===== src/sfr_pkg.sv =====
// ----------------------------------------------------------------------------
// sfr_pkg: shared types and constants of the stuffed frame receiver
// Byte codes of the link protocol, parser states, reply kinds and the
// descriptor that passes from the parser to the reply serialiser.
// ----------------------------------------------------------------------------
package sfr_pkg;

    localparam logic [7:0] FLAG_BYTE     = 8'h7E;
    localparam logic [7:0] ESC_BYTE      = 8'h7D;
    localparam logic [7:0] ESC_FLAG      = 8'h5E;
    localparam logic [7:0] ESC_ESC       = 8'h5D;
    localparam logic [7:0] CTRL_SET      = 8'h03;
    localparam logic [7:0] CTRL_UA       = 8'h07;
    localparam logic [7:0] CTRL_DATA0    = 8'h00;
    localparam logic [7:0] CTRL_DATA1    = 8'h80;
    localparam logic [7:0] CTRL_RR0      = 8'hAB;
    localparam logic [7:0] CTRL_RR1      = 8'hAA;
    localparam logic [7:0] CTRL_REJ0     = 8'h54;
    localparam logic [7:0] CTRL_REJ1     = 8'h55;

    localparam logic [7:0] RX_ADDR_RESET    = 8'h03;
    localparam logic [7:0] REPLY_ADDR_RESET = 8'h01;

    // Register indexes of the configuration port.
    localparam logic REG_RX_ADDR    = 1'b0;
    localparam logic REG_REPLY_ADDR = 1'b1;

    // Reply queue depth and the beat indexes of a reply frame.
    localparam int          QUEUE_DEPTH = 2;
    localparam logic [2:0]  BEAT_FLAG0  = 3'd0;
    localparam logic [2:0]  BEAT_ADDR   = 3'd1;
    localparam logic [2:0]  BEAT_CTRL   = 3'd2;
    localparam logic [2:0]  BEAT_BCC    = 3'd3;
    localparam logic [2:0]  BEAT_LAST   = 3'd4;

    typedef enum logic [2:0] {
        HS_HUNT = 3'd0,
        HS_FLAG = 3'd1,
        HS_ADDR = 3'd2,
        HS_CTRL = 3'd3,
        HS_BODY = 3'd4
    } t_hdr_state;

    typedef enum logic [1:0] {
        KIND_UA  = 2'd0,
        KIND_RR  = 2'd1,
        KIND_REJ = 2'd2
    } t_reply_kind;

    typedef struct packed {
        logic [7:0]  addr;
        logic [7:0]  ctrl;
        t_reply_kind kind;
    } t_reply;

endpackage


===== src/sfr_front.sv =====
// ----------------------------------------------------------------------------
// sfr_front: frame parser
// Matches SET and data frame headers, destuffs the payload, keeps the running
// check XOR and posts one reply descriptor per closing flag of a matched frame.
// ----------------------------------------------------------------------------
module sfr_front import sfr_pkg::*; (
    input  logic       i_clk,
    input  logic       i_rst_n,
    input  logic       i_valid,
    output logic       o_stall,
    input  logic [7:0] i_byte,
    input  logic [7:0] i_rx_address,
    input  logic [7:0] i_reply_address,
    input  logic       i_full,
    output logic       o_push,
    output t_reply     o_entry
);

    t_hdr_state r_state, n_state;
    logic       r_phase, n_phase;
    logic       r_parity, n_parity;
    logic [7:0] r_xor, n_xor;
    logic       r_esc, n_esc;

    logic       accept;
    logic [7:0] ctrl;

    // The parser waits whenever the queue has no room for a reply.
    assign o_stall = i_full;
    assign accept  = i_valid && !i_full;
    assign ctrl    = r_parity ? CTRL_DATA1 : CTRL_DATA0;

    always_ff @(posedge i_clk) begin
        if (!i_rst_n) begin
            r_state  <= HS_HUNT;
            r_phase  <= 1'b0;
            r_parity <= 1'b0;
            r_xor    <= 8'h00;
            r_esc    <= 1'b0;
        end else begin
            r_state  <= n_state;
            r_phase  <= n_phase;
            r_parity <= n_parity;
            r_xor    <= n_xor;
            r_esc    <= n_esc;
        end
    end

    always_comb begin
        n_state        = r_state;
        n_phase        = r_phase;
        n_parity       = r_parity;
        n_xor          = r_xor;
        n_esc          = r_esc;
        o_push         = 1'b0;
        o_entry.addr   = i_reply_address;
        o_entry.ctrl   = CTRL_UA;
        o_entry.kind   = KIND_UA;
        if (accept) begin
            unique case (r_state)
                HS_FLAG: begin
                    if (i_byte == i_rx_address) begin
                        n_state = HS_ADDR;
                    end else if (i_byte != FLAG_BYTE) begin
                        n_state = HS_HUNT;
                    end
                end
                HS_ADDR: begin
                    if (!r_phase && i_byte == CTRL_SET) begin
                        n_state = HS_CTRL;
                    end else if (r_phase && (i_byte == CTRL_DATA0 || i_byte == CTRL_DATA1)) begin
                        n_parity = (i_byte == CTRL_DATA1);
                        n_state  = HS_CTRL;
                    end else begin
                        n_state = (i_byte == FLAG_BYTE) ? HS_FLAG : HS_HUNT;
                    end
                end
                HS_CTRL: begin
                    if (!r_phase) begin
                        if (i_byte == (i_rx_address ^ CTRL_SET)) begin
                            n_state = HS_BODY;
                        end else begin
                            n_state = (i_byte == FLAG_BYTE) ? HS_FLAG : HS_HUNT;
                        end
                    end else begin
                        if (i_byte == (i_rx_address ^ ctrl)) begin
                            n_state = HS_BODY;
                            n_xor   = 8'h00;
                            n_esc   = 1'b0;
                        end else begin
                            n_state = (i_byte == FLAG_BYTE) ? HS_FLAG : HS_HUNT;
                        end
                    end
                end
                HS_BODY: begin
                    if (!r_phase) begin
                        // A SET frame must close right after its header check.
                        n_state = HS_HUNT;
                        if (i_byte == FLAG_BYTE) begin
                            n_phase = 1'b1;
                            o_push  = 1'b1;
                        end
                    end else if (i_byte == FLAG_BYTE) begin
                        n_state = HS_HUNT;
                        n_xor   = 8'h00;
                        n_esc   = 1'b0;
                        o_push  = 1'b1;
                        if (r_xor == 8'h00) begin
                            o_entry.kind = KIND_RR;
                            o_entry.ctrl = r_parity ? CTRL_RR1 : CTRL_RR0;
                        end else begin
                            o_entry.kind = KIND_REJ;
                            o_entry.ctrl = r_parity ? CTRL_REJ1 : CTRL_REJ0;
                        end
                    end else if (r_esc) begin
                        // Unknown escape sequences are dropped.
                        n_esc = 1'b0;
                        if (i_byte == ESC_FLAG) begin
                            n_xor = r_xor ^ FLAG_BYTE;
                        end else if (i_byte == ESC_ESC) begin
                            n_xor = r_xor ^ ESC_BYTE;
                        end
                    end else if (i_byte == ESC_BYTE) begin
                        n_esc = 1'b1;
                    end else begin
                        n_xor = r_xor ^ i_byte;
                    end
                end
                default: begin
                    n_state = (i_byte == FLAG_BYTE) ? HS_FLAG : HS_HUNT;
                end
            endcase
        end
    end

endmodule


===== src/sfr_queue.sv =====
// ----------------------------------------------------------------------------
// sfr_queue: reply descriptor queue
// A two-entry first-in first-out store between parser and serialiser.
// ----------------------------------------------------------------------------
module sfr_queue import sfr_pkg::*; (
    input  logic   i_clk,
    input  logic   i_rst_n,
    input  logic   i_push,
    input  t_reply i_entry,
    input  logic   i_pop,
    output logic   o_full,
    output logic   o_empty,
    output t_reply o_entry
);

    localparam int PW = (QUEUE_DEPTH > 1) ? $clog2(QUEUE_DEPTH) : 1;
    localparam int CW = $clog2(QUEUE_DEPTH + 1);

    t_reply          r_mem [QUEUE_DEPTH];
    logic [PW-1:0]   r_wr, n_wr;
    logic [PW-1:0]   r_rd, n_rd;
    logic [CW-1:0]   r_count, n_count;

    assign o_full  = (r_count == CW'(QUEUE_DEPTH));
    assign o_empty = (r_count == '0);
    assign o_entry = r_mem[r_rd];

    always_comb begin
        n_wr    = r_wr;
        n_rd    = r_rd;
        n_count = r_count;
        if (i_push) begin
            n_wr = (r_wr == PW'(QUEUE_DEPTH - 1)) ? '0 : r_wr + 1'b1;
        end
        if (i_pop) begin
            n_rd = (r_rd == PW'(QUEUE_DEPTH - 1)) ? '0 : r_rd + 1'b1;
        end
        if (i_push && !i_pop) begin
            n_count = r_count + 1'b1;
        end else if (i_pop && !i_push) begin
            n_count = r_count - 1'b1;
        end
    end

    always_ff @(posedge i_clk) begin
        if (!i_rst_n) begin
            r_wr    <= '0;
            r_rd    <= '0;
            r_count <= '0;
        end else begin
            r_wr    <= n_wr;
            r_rd    <= n_rd;
            r_count <= n_count;
        end
    end

    always_ff @(posedge i_clk) begin
        if (i_push) begin
            r_mem[r_wr] <= i_entry;
        end
    end

    a_no_overflow: assert property (@(posedge i_clk) disable iff (!i_rst_n)
        i_push |-> !o_full)
        else $error("reply pushed into a full queue");

    a_no_underflow: assert property (@(posedge i_clk) disable iff (!i_rst_n)
        i_pop |-> !o_empty)
        else $error("reply popped from an empty queue");

    a_count_step: assert property (@(posedge i_clk) disable iff (!i_rst_n)
        (i_push && !i_pop) |=> (r_count == $past(r_count) + 1'b1))
        else $error("queue fill level did not follow a push");

endmodule


===== src/sfr_back.sv =====
// ----------------------------------------------------------------------------
// sfr_back: reply serialiser
// Turns each reply descriptor into the five beats of a reply frame.
// ----------------------------------------------------------------------------
module sfr_back import sfr_pkg::*; (
    input  logic        i_clk,
    input  logic        i_rst_n,
    input  logic        i_empty,
    input  t_reply      i_entry,
    output logic        o_pop,
    output logic        o_valid,
    input  logic        i_stall,
    output logic [7:0]  o_tx_byte,
    output logic [1:0]  o_reply_kind,
    output logic        o_last_byte
);

    logic       r_busy, n_busy;
    logic [2:0] r_idx, n_idx;
    t_reply     r_cur, n_cur;
    logic       done;

    // The current frame is finished when its closing flag beat is taken.
    assign done  = r_busy && !i_stall && (r_idx == BEAT_LAST);
    assign o_pop = !i_empty && (!r_busy || done);

    always_comb begin
        n_busy = r_busy;
        n_idx  = r_idx;
        n_cur  = r_cur;
        if (o_pop) begin
            n_busy = 1'b1;
            n_idx  = BEAT_FLAG0;
            n_cur  = i_entry;
        end else if (done) begin
            n_busy = 1'b0;
        end else if (r_busy && !i_stall) begin
            n_idx = r_idx + 1'b1;
        end
    end

    always_ff @(posedge i_clk) begin
        if (!i_rst_n) begin
            r_busy <= 1'b0;
            r_idx  <= BEAT_FLAG0;
        end else begin
            r_busy <= n_busy;
            r_idx  <= n_idx;
        end
    end

    always_ff @(posedge i_clk) begin
        r_cur <= n_cur;
    end

    always_comb begin
        case (r_idx)
            BEAT_ADDR: o_tx_byte = r_cur.addr;
            BEAT_CTRL: o_tx_byte = r_cur.ctrl;
            BEAT_BCC:  o_tx_byte = r_cur.addr ^ r_cur.ctrl;
            default:   o_tx_byte = FLAG_BYTE;
        endcase
    end

    assign o_valid      = r_busy;
    assign o_reply_kind = r_cur.kind;
    assign o_last_byte  = (r_idx == BEAT_LAST);

endmodule


===== src/stuffed_frame_receiver_with_ack.sv =====
// ----------------------------------------------------------------------------
// stuffed_frame_receiver_with_ack: byte-stuffed frame receiver with replies
// Parses SET and data frames from a received byte stream and answers a good
// SET in the setup phase with UA and each later data frame with RR or REJ.
// ----------------------------------------------------------------------------
//
//  Channel   Direction  Handshake                Payload
//  rx        in         i_rx_valid / o_rx_stall  i_rx_byte
//  tx        out        o_tx_valid / i_tx_stall  o_tx_byte, o_reply_kind, o_last_byte
//  config    in         APB write/read           rx_address @0, reply_address @4
//
//  The parser takes one received beat every cycle while rx is not stalled; a
//  beat leaves its effect in the frame state by the next edge. A closing flag
//  posts one descriptor into a two-entry queue and the serialiser sends its
//  five beats one per cycle while tx is not stalled, from its registered copy
//  of the queue head. The rx side stalls only while the queue is full, that is
//  while replies arrive faster than the tx side takes their beats. Reset is
//  synchronous and returns the link to the setup phase, hunting for an opening
//  flag, address registers at defaults (3 and 1); no clearing pass.
//
module stuffed_frame_receiver_with_ack import sfr_pkg::*; (
    input  logic        i_clk,
    input  logic        i_rst_n,
    input  logic        i_rx_valid,
    output logic        o_rx_stall,
    input  logic [7:0]  i_rx_byte,
    output logic        o_tx_valid,
    input  logic        i_tx_stall,
    output logic [7:0]  o_tx_byte,
    output logic [1:0]  o_reply_kind,
    output logic        o_last_byte,
    input  logic        psel,
    input  logic        penable,
    input  logic        pwrite,
    input  logic [2:0]  paddr,
    input  logic [31:0] pwdata,
    output logic [31:0] prdata,
    output logic        pready
);

    logic [7:0] r_rx_address;
    logic [7:0] r_reply_address;
    logic       cfg_write;
    logic       q_push, q_pop, q_full, q_empty;
    t_reply     q_in, q_out;

    // Registers sit at word addresses; only the word select bit decodes.
    assign pready    = 1'b1;
    assign cfg_write = psel && penable && pwrite;

    always_ff @(posedge i_clk) begin
        if (!i_rst_n) begin
            r_rx_address    <= RX_ADDR_RESET;
            r_reply_address <= REPLY_ADDR_RESET;
        end else if (cfg_write) begin
            if (paddr[2] == REG_RX_ADDR) begin
                r_rx_address <= pwdata[7:0];
            end else begin
                r_reply_address <= pwdata[7:0];
            end
        end
    end

    always_comb begin
        if (paddr[2] == REG_RX_ADDR) begin
            prdata = {24'h000000, r_rx_address};
        end else begin
            prdata = {24'h000000, r_reply_address};
        end
    end

    // Front end: header matching, destuffing and check accumulation.
    sfr_front u_front (
        .i_clk           (i_clk),
        .i_rst_n         (i_rst_n),
        .i_valid         (i_rx_valid),
        .o_stall         (o_rx_stall),
        .i_byte          (i_rx_byte),
        .i_rx_address    (r_rx_address),
        .i_reply_address (r_reply_address),
        .i_full          (q_full),
        .o_push          (q_push),
        .o_entry         (q_in)
    );

    // The queue lets the parser run on while a reply is still going out.
    sfr_queue u_queue (
        .i_clk   (i_clk),
        .i_rst_n (i_rst_n),
        .i_push  (q_push),
        .i_entry (q_in),
        .i_pop   (q_pop),
        .o_full  (q_full),
        .o_empty (q_empty),
        .o_entry (q_out)
    );

    // Back end: one reply frame beat per cycle while tx is not stalled.
    sfr_back u_back (
        .i_clk        (i_clk),
        .i_rst_n      (i_rst_n),
        .i_empty      (q_empty),
        .i_entry      (q_out),
        .o_pop        (q_pop),
        .o_valid      (o_tx_valid),
        .i_stall      (i_tx_stall),
        .o_tx_byte    (o_tx_byte),
        .o_reply_kind (o_reply_kind),
        .o_last_byte  (o_last_byte)
    );

endmodule

===== config.mk =====
export PLATFORM = sky130hd
export DESIGN_NAME = stuffed_frame_receiver_with_ack
export DESIGN_NICKNAME = d
export VERILOG_FILES = /design/src/sfr_pkg.sv /design/src/sfr_front.sv /design/src/sfr_queue.sv /design/src/sfr_back.sv /design/src/stuffed_frame_receiver_with_ack.sv
export SDC_FILE = /design/constraint.sdc
export NUM_CORES = 1
export LEC_CHECK = 0
export ABC_CLOCK_PERIOD_IN_PS = 4240
export BUFFER_PORTS_ARGS = -buffer_cell sky130_fd_sc_hd__buf_2
export CORE_UTILIZATION = 43
export DETAILED_ROUTE_END_ITERATION = 16
export PLACE_DENSITY = 0.66
export SLEW_MARGIN = 10
export SYNTH_ARGS = -nofsm -noshare
export SYNTH_HDL_FRONTEND = slang
export SYNTH_SLANG_ARGS = --single-unit

===== constraint.sdc =====
create_clock -name i_clk -period 4.24 [get_ports i_clk]
set_clock_uncertainty 0.05 [all_clocks]
set_input_delay 0.636 -clock i_clk [delete_from_list [all_inputs] [get_ports i_clk]]
set_output_delay 0.636 -clock i_clk [all_outputs]
set_load 0.02 [all_outputs]

==> run_results.csv <==
group,metric,value,unit
logic_synthesis,synth_mux_area_share,7.15,%
worst_setup_path,crit_path_start_kind,"flop",
route,postRouteAntennaNets,0,
floorplan,fp.dieArea,9710,um^2
clock_tree,htree_num_levels,3,
route,routedWlPerCell,14.2,um
place,routabilityCongestion,0.841,
timing,layout_worst_path_cycle_share,60.8,%
floorplan,core,8890,um^2
logic_synthesis,dominantRegCellSynth,"edfxtp_1",
final_layout,area_growth,9.30,%
timing,clock.fmax,388,MHz
final_layout,drive_gt1_share,20.9,%
power_and_ir_drop,leakagePower,1.59,nW
logic_synthesis,synth_edf_count,39,
timing,unrepaired_setup_endpoints_after_global_routing,"no",
timing,timing.slew.headroom,59.4,%
place,io_buffers,44,
timing,layout_min_cycle_time,2580,ps
place,post-dp-hpwl,5.49,mm
logic_synthesis,synth-simple-area-share,16.0,%
grt,wire_length_of_the_first_global_routing_pass,12.9,mm
clock_tree,hold_buffers,0,
floorplan,die-height,98.6,um
logic_synthesis,netlist_area_pre_place,4010,um^2
route,detail_route.drc_violations,0,
clock_tree,clk_latency,350,ps
grt,first_global_vias,2684,
clock_tree,cts.root.buffer_cell,"clkbuf_8",
flow_run,drv.max_cap_violation_count,0,
grt,grt_overall_usage,16.8,%
power_and_ir_drop,power.ir.vdd_worst,0.223,mV
route,vias_after_detailed_routing,2906,
logic_synthesis,synth_async_sr_flop_share,0,%
logic_synthesis,synthesis.yosys.warnings,0,
final_layout,most_frequent_cells_in_the_layout,"nand2_1, buf_2, edfxtp_1",
timing,report.final.hold_viol_count,0,
worst_setup_path,crit_type,"flop to output pin",
timing,final_count_of_pins_violating_max_slew,0,
timing,final_count_of_negative_setup_slack_endpoints,0,
route,via_per_inst,5.35,
floorplan,floorplan.initialDensity,45.1,%
floorplan,floorplan.die.width,98.6,um
clock_tree,cts-buffers-inserted,9,
clock_tree,post_cts_resized,0,
route,number_of_iterations_in_the_first_detailed_routing_pass,4,
logic_synthesis,combinational_family_with_the_most_area_after_synthesis,"simple AND/OR/NAND/NOR gates",
logic_synthesis,post_synth.cell_area_avg,10.1,um^2
timing,worst_pin_slew,607,ps
logic_synthesis,ys_seq_area_share,48.2,%
route,drt_first_iter_violations,110,
clock_tree,cts.clk_slew.worst_paths,90,ps
timing,final.setup.tns,0,ps
hold_path,holdCritPathClass,"flop to flop",
power_and_ir_drop,power-per-cell-area,381,nW/um^2
worst_setup_path,critical_path_arrival,1890,ps
logic_synthesis,synth_compound_gate_area_share,12.9,%
logic_synthesis,netlist_instances,396,
route,detail_route.wirelength,7.73,mm
logic_synthesis,synth-seq-cells,77,
place,pre_cts_slack,1370,ps
clock_tree,clock-sinks,77,
floorplan,ports,96,
grt,globalRouteOverflowTotal,0,
final_layout,utilization,49.3,%
worst_setup_path,worst-endpoint-required,3550,ps
run_status,outcome,"finished clean",
grt,grt_antenna_before_repair,0,
clock_tree,tritoncts,"built",
logic_synthesis,synthXorXnorAreaFrac,5.59,%
floorplan,placementRows,34,
grt,maximum_number_of_pins_on_one_net_before_global_route_repair,28,
clock_tree,max-clock-path-buffers,2,
timing,final.setup.worst_slack,1660,ps
final_layout,layout_commonest_cell,"nand2_1",
logic_synthesis,ys_types,59,
power_and_ir_drop,post-layout-total-power,1.67,mW
worst_setup_path,worstPathMaxFanout,9,
final_layout,nNetsFinal,486,
final_layout,antenna_cells,0,
clock_tree,cts_setup_buffers,0,
logic_synthesis,synthAdderAreaFrac,1.87,%
worst_setup_path,worstSetupEndpointType,"output pin",
-- synthesized netlist by cell type (2+ instances only) --
library cell	instances	area [um^2]
nand2_1	55	206
edfxtp_1	39	1170
dfxtp_1	38	761
buf_4	27	203
mux2_2	21	236
a21oi_1	19	95.1
nor2_1	18	67.6
clkbuf_1	17	63.8
inv_1	12	45.0
xor2_1	12	105
xnor2_1	11	96.3
o211ai_1	9	67.6
a22oi_1	8	60.1
nand3_1	8	40.0
nor4_1	7	43.8
ha_1	6	75.1
and2_1	5	31.3
mux2i_1	5	50.1
nand4_1	5	31.3
o21ai_1	5	25.0
a311oi_1	4	35.0
a31oi_1	4	25.0
nor3b_1	4	30.0
or2_2	4	25.0
or3_1	4	25.0
nand2b_1	3	18.8
o21ai_0	3	15.0
a211oi_1	2	15.0
and3_1	2	12.5
conb_1	2	7.51
inv_2	2	7.51
nor2b_1	2	12.5
o211a_1	2	20.0
o221a_1	2	22.5
o311a_1	2	20.0
o311ai_0	2	17.5
o31ai_1	2	15.0
or4b_1	2	20.0
-- area by class of cell --
type | instances | area, um^2
fillers | 801 | 4510
flip-flops and latches | 77 | 1930
well taps | 108 | 135
multi-input cells | 283 | 1850
repair buffers | 45 | 228
inverters | 14 | 52.6
clock buffers | 9 | 124
clock inverters | 7 | 63.8
-- worst paths after layout --
path | from | endpoint | slack, ps | cells after the start
min | r_reply_address[6] | u_queue.r_mem[0][16] | 430 | 0
max reg2reg | u_front.r_state[2] | u_front.r_xor[6] | 1810 | 5
max | u_back.r_idx[0] | o_tx_byte[2] | 1660 | 6
min reg2reg | r_reply_address[6] | u_queue.r_mem[0][16] | 430 | 0
-- per-layer routing --
layer,vias up,GRT usage (%),wire length (um)
met3,10,4.47,340
met2,89,27.4,3630
met5,-,0,0
li1,1454,-,-
met1,1353,22.0,3660
met4,0,5.40,107
-- metrics by stage --
stage | hold slack, ps | area, um^2 | cells
finish | 430 | 4380 | 543
floorplan | 392 | 4100 | 419
detailed placement | 416 | 4190 | 527
CTS | 437 | 4380 | 543
global placement | 403 | 4190 | 527
global route | 451 | 4380 | 543
-- cells by family (layout without fill, tap and decap cells) --
logic type	Yosys count	after routing
other	2	25
XOR/XNOR	24	24
AND/OR/NAND/NOR	128	128
buffers and inverters	59	75
adder cells (fa/ha/maj)	6	6
flip-flops	77	77
multiplexers	26	26
AO/OA/AOI/OAI	74	74
-- critical path, stage by stage (launching register included) --
cell      delay, ps
dfxtp_1         360
inv_1           110
ha_1            330
nor2_1           70
o21bai_1        340
o211ai_1        140
buf_2           190
-- report_power, final --
part / switching, mW / internal, mW
Sequential: 0.0460 / 0.836
Clock: 0.299 / 0.227
Combinational: 0.166 / 0.0968
-- registers in the layout, summed over array words and instances, names as in the netlist --
| register | flops |
|---|---|
| r_reply_address | 8 |
| r_rx_address | 8 |
| u_back.o_reply_kind | 2 |
| u_back.o_valid | 1 |
| u_back.r_cur | 11 |
| u_back.r_idx | 3 |
| u_front.r_esc | 1 |
| u_front.r_parity | 1 |
| u_front.r_phase | 1 |
| u_front.r_state | 3 |
| u_front.r_xor | 8 |
| u_queue.r_count | 2 |
| u_queue.r_mem | 26 |
| u_queue.r_rd | 1 |
| u_queue.r_wr | 1 |
Note: power is estimated with default switching activity, not from simulation.
